[src/sv/cca_pkg.sv]
// Package for the clover add-back block: sizes, constants, sequencer states.
// No dependencies.
package cca_pkg;
  localparam int unsigned MaxHitsDef    = 32;
  localparam int unsigned NumCloversDef = 8;
  localparam int unsigned StoreDepth    = 32;
  localparam int unsigned CrysPerClover = 4;
  localparam logic [31:0] GateLowRst    = 32'hFFFF_F600;
  localparam logic [31:0] GateHighRst   = 32'h0000_0A00;
  localparam logic [1:0]  RegGateLow    = 2'd0;
  localparam logic [1:0]  RegGateHigh   = 2'd1;

  typedef enum logic [2:0] {
    ST_LOAD, ST_LEAD, ST_GATE, ST_OUT, ST_EMPTY
  } cca_state_e;
endpackage

[src/sv/clover_compton_addback.sv]
// Clover add-back: collects one event's crystal hits, then sums them per clover.
// On the event's last word the block walks the store with one shared
// compare/subtract unit: per leader, a search pass and a gating pass over all
// stored hits (one hit per cycle each); every clover ends with one more search
// pass that finds nothing. Each result word waits until it is taken. Each
// result is held one step so the final one can carry last. The block is not
// ready from the event's last word until its final result word is accepted.
// Gate bounds are inclusive; time difference is (coarse diff)*256 + fine diff.
// Depends on cca_pkg.
module clover_compton_addback #(
  parameter int unsigned MAX_HITS    = cca_pkg::MaxHitsDef,
  parameter int unsigned NUM_CLOVERS = cca_pkg::NumCloversDef
) (
  input  logic        clk_i,
  input  logic        rst_ni,
  input  logic        s_axis_tvalid_i,
  output logic        s_axis_tready_o,
  // tdata: crystal[4:0], hit_energy[28:5], coarse_time[76:29], fine_time[92:77], pad
  input  logic [95:0] s_axis_tdata_i,
  // tuser: hit_present
  input  logic        s_axis_tuser_i,
  input  logic        s_axis_tlast_i,
  output logic        m_axis_tvalid_o,
  input  logic        m_axis_tready_i,
  // tdata: out_crystal[4:0], summed_energy[33:5], out_coarse[81:34],
  //        out_fine[97:82], pad
  output logic [103:0] m_axis_tdata_o,
  // tuser: empty_event
  output logic        m_axis_tuser_o,
  output logic        m_axis_tlast_o,
  input  logic        psel_i,
  input  logic        penable_i,
  input  logic        pwrite_i,
  input  logic [2:0]  paddr_i,
  input  logic [31:0] pwdata_i,
  output logic [31:0] prdata_o,
  output logic        pready_o
);
  import cca_pkg::*;

  localparam int unsigned Cap = (MAX_HITS < StoreDepth) ? MAX_HITS : StoreDepth;
  localparam int unsigned IW  = $clog2(StoreDepth);

  cca_state_e state_q, state_d;
  logic [31:0] gate_low_q, gate_high_q;

  // hit store (registers, each entry read through the walking index and the leader index)
  logic [4:0]  st_crys [StoreDepth];
  logic [23:0] st_en   [StoreDepth];
  logic [47:0] st_co   [StoreDepth];
  logic [15:0] st_fi   [StoreDepth];

  logic [IW:0]   cnt_q;
  logic [StoreDepth-1:0] used_q;
  logic [IW-1:0] idx_q;
  logic [3:0]    clov_q;
  logic          found_q, any_q;
  logic [IW-1:0] lead_q;
  logic [23:0]   lead_en_q;
  logic [28:0]   sum_q;
  logic          ovalid_q, olast_q, oempty_q;
  logic [4:0]    ocrys_q;
  logic [28:0]   osum_q;
  logic [47:0]   oco_q;
  logic [15:0]   ofi_q;
  logic          pend_q; // result built, waiting for next leader search to set last

  logic in_acc, out_acc, wr;
  logic [4:0]  in_crys;
  logic [23:0] in_en;
  logic [47:0] in_co;
  logic [15:0] in_fi;

  assign in_crys = s_axis_tdata_i[4:0];
  assign in_en   = s_axis_tdata_i[28:5];
  assign in_co   = s_axis_tdata_i[76:29];
  assign in_fi   = s_axis_tdata_i[92:77];
  assign in_acc  = s_axis_tvalid_i && s_axis_tready_o;
  assign out_acc = m_axis_tvalid_o && m_axis_tready_i;
  assign s_axis_tready_o = (state_q == ST_LOAD) && !ovalid_q;

  assign pready_o = 1'b1;
  assign wr = psel_i && penable_i && pwrite_i;
  always_comb begin
    unique case (paddr_i[2])
      RegGateLow[0]:  prdata_o = gate_low_q;
      default:        prdata_o = gate_high_q;
    endcase
  end

  // shared walk unit: current entry qualifies for this clover
  logic        at_end, cand, in_gate;
  logic [63:0] td;
  assign at_end = ({1'b0, idx_q} == cnt_q - 1'b1) || (cnt_q == '0);
  assign cand = (cnt_q != '0) && !used_q[idx_q]
                && ({1'b0, st_crys[idx_q][4:2]} == clov_q);
  assign td = (({16'd0, st_co[idx_q]} - {16'd0, st_co[lead_q]}) << 8)
            + (64'(signed'(st_fi[idx_q])) - 64'(signed'(st_fi[lead_q])));
  assign in_gate = ($signed(td) >= 64'(signed'(gate_low_q)))
                && ($signed(td) <= 64'(signed'(gate_high_q)));

  always_comb begin
    state_d = state_q;
    unique case (state_q)
      ST_LOAD:  if (in_acc && s_axis_tlast_i) state_d = ST_LEAD;
      ST_LEAD:  if (at_end) begin
        if (found_q || cand) state_d = ST_GATE;
        else if ({1'b0, clov_q} == 5'(NUM_CLOVERS - 1)) state_d = any_q ? ST_OUT : ST_EMPTY;
      end
      ST_GATE:  if (at_end) state_d = ST_OUT;
      ST_OUT: begin
        if (pend_q) begin
          if (out_acc || (!ovalid_q && !any_q)) state_d = ST_LEAD;
        end else if (!ovalid_q) begin
          state_d = ST_LOAD;
        end
      end
      ST_EMPTY: if (!ovalid_q) state_d = ST_LOAD;
      default:  state_d = ST_LOAD;
    endcase
  end

  always_ff @(posedge clk_i) begin
    if (in_acc && s_axis_tuser_i && cnt_q < (IW+1)'(Cap)) begin
      st_crys[cnt_q[IW-1:0]] <= in_crys;
      st_en[cnt_q[IW-1:0]]   <= in_en;
      st_co[cnt_q[IW-1:0]]   <= in_co;
      st_fi[cnt_q[IW-1:0]]   <= in_fi;
    end
  end

  always_ff @(posedge clk_i or negedge rst_ni) begin
    if (!rst_ni) begin
      state_q <= ST_LOAD; gate_low_q <= GateLowRst; gate_high_q <= GateHighRst;
      cnt_q <= '0; used_q <= '0; idx_q <= '0; clov_q <= '0; found_q <= 1'b0;
      any_q <= 1'b0; lead_q <= '0; lead_en_q <= '0; sum_q <= '0; pend_q <= 1'b0;
      ovalid_q <= 1'b0; olast_q <= 1'b0; oempty_q <= 1'b0;
      ocrys_q <= '0; osum_q <= '0; oco_q <= '0; ofi_q <= '0;
    end else begin
      state_q <= state_d;
      if (wr && paddr_i[2] == RegGateLow[0])  gate_low_q  <= pwdata_i;
      if (wr && paddr_i[2] == RegGateHigh[0]) gate_high_q <= pwdata_i;
      if (out_acc) ovalid_q <= 1'b0;
      unique case (state_q)
        ST_LOAD: if (in_acc) begin
          if (s_axis_tuser_i && cnt_q < (IW+1)'(Cap)) cnt_q <= cnt_q + 1'b1;
          used_q <= '0; idx_q <= '0; clov_q <= '0; found_q <= 1'b0; any_q <= 1'b0;
        end
        ST_LEAD: begin
          if (cand && (!found_q || st_en[idx_q] > lead_en_q)) begin
            lead_q <= idx_q; lead_en_q <= st_en[idx_q]; found_q <= 1'b1;
          end
          idx_q <= at_end ? '0 : idx_q + 1'b1;
          if (at_end && !(found_q || cand)) begin
            clov_q <= clov_q + 1'b1;
            if (state_d == ST_OUT) begin
              // last search found nothing: flag the held result as last
              pend_q <= 1'b0;
            end
          end
          if (at_end && (found_q || cand)) begin
            if (cand && (!found_q || st_en[idx_q] > lead_en_q)) begin
              used_q[idx_q] <= 1'b1; sum_q <= 29'(st_en[idx_q]);
            end else begin
              used_q[lead_q] <= 1'b1; sum_q <= 29'(lead_en_q);
            end
          end
        end
        ST_GATE: begin
          if (cand && in_gate) begin
            used_q[idx_q] <= 1'b1; sum_q <= sum_q + 29'(st_en[idx_q]);
          end
          idx_q <= at_end ? '0 : idx_q + 1'b1;
          if (at_end) pend_q <= 1'b1;
        end
        ST_OUT: begin
          // results are held one step so the final one can carry last
          if (pend_q) begin
            if (out_acc || (!ovalid_q && !any_q)) begin
              // holding register is free: park the new result there
              any_q <= 1'b1; found_q <= 1'b0;
              ocrys_q <= st_crys[lead_q]; osum_q <= sum_q;
              oco_q <= st_co[lead_q]; ofi_q <= st_fi[lead_q]; oempty_q <= 1'b0;
            end else if (!ovalid_q) begin
              // a newer result exists, so the held one is not last
              ovalid_q <= 1'b1; olast_q <= 1'b0;
            end
          end else if (!ovalid_q) begin
            ovalid_q <= 1'b1; olast_q <= 1'b1; cnt_q <= '0;
          end
        end
        ST_EMPTY: if (!ovalid_q) begin
          ovalid_q <= 1'b1; olast_q <= 1'b1; oempty_q <= 1'b1; cnt_q <= '0;
          ocrys_q <= '0; osum_q <= '0; oco_q <= '0; ofi_q <= '0;
        end
        default: ;
      endcase
    end
  end

  assign m_axis_tvalid_o = ovalid_q;
  assign m_axis_tdata_o  = {6'd0, ofi_q, oco_q, osum_q, ocrys_q};
  assign m_axis_tuser_o  = oempty_q;
  assign m_axis_tlast_o  = olast_q;

  a_ready_idle: assert property (@(posedge clk_i) disable iff (!rst_ni)
    s_axis_tready_o |-> state_q == ST_LOAD) else $error("ready outside load");
  a_empty_last: assert property (@(posedge clk_i) disable iff (!rst_ni)
    (m_axis_tvalid_o && m_axis_tuser_o) |-> m_axis_tlast_o) else $error("empty not last");
  a_cnt_cap: assert property (@(posedge clk_i) disable iff (!rst_ni)
    cnt_q <= (IW+1)'(Cap)) else $error("store overrun");
endmodule

[config.mk]
export PLATFORM = sky130hd
export DESIGN_NAME = clover_compton_addback
export DESIGN_NICKNAME = d
export VERILOG_FILES = /design/src/sv/cca_pkg.sv /design/src/sv/clover_compton_addback.sv
export SDC_FILE = /design/constraint.sdc
export NUM_CORES = 2
export LEC_CHECK = 0
export BUFFER_PORTS_ARGS = -buffer_cell sky130_fd_sc_hd__buf_4
export CORE_MARGIN = 5
export CORE_UTILIZATION = 54
export DETAILED_ROUTE_END_ITERATION = 10
export PLACE_DENSITY = 0.81
export SLEW_MARGIN = 20
export SYNTH_ARGS = -nofsm -noshare
export SYNTH_HDL_FRONTEND = slang
export SYNTH_SLANG_ARGS = --single-unit
[constraint.sdc]
create_clock -name clk_i -period 32.6 [get_ports clk_i]
set_input_delay 1.63 -clock clk_i [delete_from_list [all_inputs] [get_ports clk_i]]
set_output_delay 1.63 -clock clk_i [all_outputs]
set_load 0.01 [all_outputs]
==> impl_metrics.toml <==
[outcome]
status = "finished with violations"
violations = "design-rule violations"

[sta]
slew_violations = 0
finalCritPeriodShare_pct = 48.1
hold_violations = 0
worst_slew_pin_slew_ns = 1.26
rsz0062_at_grt = "no"
clock.fmax_ghz = 0.0638
holdWs_ns = 0.467
tns_ns = 0
relSlewSlack_pct = 16.2
final.min_clock_period_ns = 15.69
setup_viol = 0
finClkSkew_ns = 0.0955

[logic_synthesis]
synthFlopType = "edfxtp_1"
ys_types = 91
synth_edf_count = 2976
ys_seq_area_share_pct = 64.2
ys_warn_count = 0
syn_area_um2 = 150000
syn_avg_cell_area_um2 = 18.1
async_reset_ff_share_pct = 8.49
ys_ff_latch = 3252
synthesis.instances = 8275

[die]
pin_count = 281
die_h_um = 537
row_count = 193
fp.coreArea_um2 = 276000
die_w_um = 537
initial_core_util_pct = 54.3
die_area_um2 = 289000

[cts]
clk_latency_ns = 0.95
cts_resized = 0
cts_sinks = 3252
ctsHoldBuffers = 0
htreeDepth = 5
root_buffer = "clkbuf_16"
cts_buffers = 329
clockBufferDepth = 4
post_cts_buffers = 0
cts_tree = "done"
clk_pin_slew_ns = 0.06

[place]
port_buffers = 268
place_inst = 11884
dpl_cell_area_um2 = 157000
hpwl_mm = 252
routabilityCongestion = 0.927

[route]
via_per_inst = 7.61
num_vias = 95282
wirelength_mm = 484
wl_per_cell_um = 38.6
drc = 1
drt_pass1_iterations = 11
drtIter0Drc = 17052
ant_nets = 0

[setup_path]
start_kind = "flop"
cp-startpoint = "lead_q[0]"
end_kind = "flop"
cp_num_cells = 45
critPathKind = "flop to flop"
slowest_stage = "buf_4"
max_stage_delay_ns = 0.90
r2r-start = "lead_q[0]"
worstPathRequired_ns = 33.37
path_max_fanout = 90
rr_endpoint = "used_q[15]"
r2r_slack_ns = 16.91
worstPathArrival_ns = 16.45
rr_worst_depth = 45
crit_end = "used_q[15]"
crit_family = "compound AO/OA/AOI/OAI gates"
cp_num_buf_inv = 6

[global_route]
grt_pass1_wl_mm = 688
antenna_found_initial = 42
grt_pass1_vias = 95775
grt_max_degree = 136
track_usage_pct = 33.1
grt_overflow_total = 0

[cells_and_area]
nets = 8990
final_cell_count_no_fill = 12516
final_cell_area_um2 = 167000
seq_area_um2 = 96300
multiInputGateArea_um2 = 51400
drive_gt1_share_pct = 27.1
nFillCells = 18300
area_growth_syn_to_layout_pct = 11.5

[run]
drv_cap = 0

[min_path]
min_path_type = "flop to flop"
[final cells by class]
type / count / share of cell area (%)
Timing Repair Buffer: 452 / 2.30
Antenna cell: 36 / 0.0538
Sequential cell: 3252 / 57.6
Clock inverter: 176 / 1.03
Inverter: 146 / 0.328
Tap cell: 3705 / 2.77
Multi-Input combinational cell: 4332 / 30.7
Clock buffer: 417 / 5.26
[kinds of logic after synthesis]
group	count (synthesis)	share of synthesized area (%)
XOR/XNOR	127	0.741
flip-flops	3252	64.2
buffers and inverters	696	1.87
other	2	0.00500
adder cells (fa/ha/maj)	337	3.07
AO/OA/AOI/OAI	1489	6.96
multiplexers	1410	20.0
AND/OR/NAND/NOR	962	3.19
[synth_stat cells, types with 71 or more instances]
library cell  count  share of area (%)
o21ai_0         145               0.48
nor2_1          217               0.54
nand4_1         133               0.55
mux4_2         1262                 19
inv_1           145               0.36
a21oi_1         247               0.82
buf_2           120               0.40
o22ai_1         110               0.46
edfxtp_1       2976                 60
ha_1            285                2.4
mux2_2           71               0.53
dfrtp_1         252                4.2
a21o_1          119               0.60
a22oi_1         463                2.3
clkbuf_1        345               0.86
xnor2_1          82               0.48
nand2_1         285               0.71
buf_1            75               0.19
mux2i_1          76               0.51
[cells in the final DEF (no fill, tap or decap), types with 37 or more instances in the layout]
master	Yosys	final
mux2i_1	76	76
xor2_1	45	45
a21o_1	119	119
nand4_1	133	133
mux2_2	71	71
clkbuf_16	0	334
nand3_1	62	62
mux4_2	1262	1262
clkinv_1	0	61
buf_4	10	417
a21oi_1	247	247
o22ai_1	110	109
a22oi_1	463	463
clkbuf_1	345	70
inv_1	145	143
fa_1	52	52
and3_1	65	63
a221oi_1	56	56
nor2_1	217	181
nand2_1	285	285
nor2_4	1	37
xnor2_1	82	82
edfxtp_1	2976	2976
dfrtp_1	252	248
clkinv_2	0	50
ha_1	285	285
o21ai_0	145	145
a22o_1	70	70
o31ai_1	70	70
[worst min-delay path by stage]
stage | start | to | slack, ns | cells past startpoint
after detailed placement | osum_q[20] | osum_q[20] | 0.46 | 2
after global routing | osum_q[20] | osum_q[20] | 0.49 | 2
after global placement | osum_q[21] | osum_q[21] | 0.46 | 2
after CTS | osum_q[20] | osum_q[20] | 0.47 | 2
after floorplan | used_q[31] | used_q[31] | 0.48 | 1
final | osum_q[20] | osum_q[20] | 0.47 | 2
[state kept, by name, indices dropped and copies added, names as in the netlist, 5 cells and up]
register and count:
idx_q 5, lead_en_q 24, ofi_q 16, lead_q 5, st_en 768, st_fi 512
gate_low_q 32, st_crys 160, used_q 32, cnt_q 6, gate_high_q 32, sum_q 29
oco_q 48, osum_q 29, st_co 1536, ocrys_q 5
[through the flow]
step	util (%)	worst slack (ns)
after global routing	60.5	15.97
final	60.5	16.91
after detailed placement	56.6	17.03
after CTS	60.5	16.93
after floorplan	-	18.52
after global placement	56.6	17.17
[routing by layer]
layer | vias up | GRT usage (%) | share of wire [%]
met5 | - | 0 | 0.024
met4 | 16 | 21.5 | 8.2
met3 | 2291 | 11.6 | 16
met2 | 9706 | 49.7 | 45
met1 | 47856 | 41.2 | 31
li1 | 35413 | - | -
[worst reg2reg max path, delay by kind of cell (launching register included)]
family	cells	cell delay, ns
mux	1	0.62
xor+xnor	2	0.41
compound gates	23	6.05
simple gates	9	2.51
buf+inv	6	3.57
flops	1	0.80
fa+ha+maj	4	1.60
Power is not shown: default switching activity piles up to over one toggle a cycle in this logic, so the estimate is an artifact.
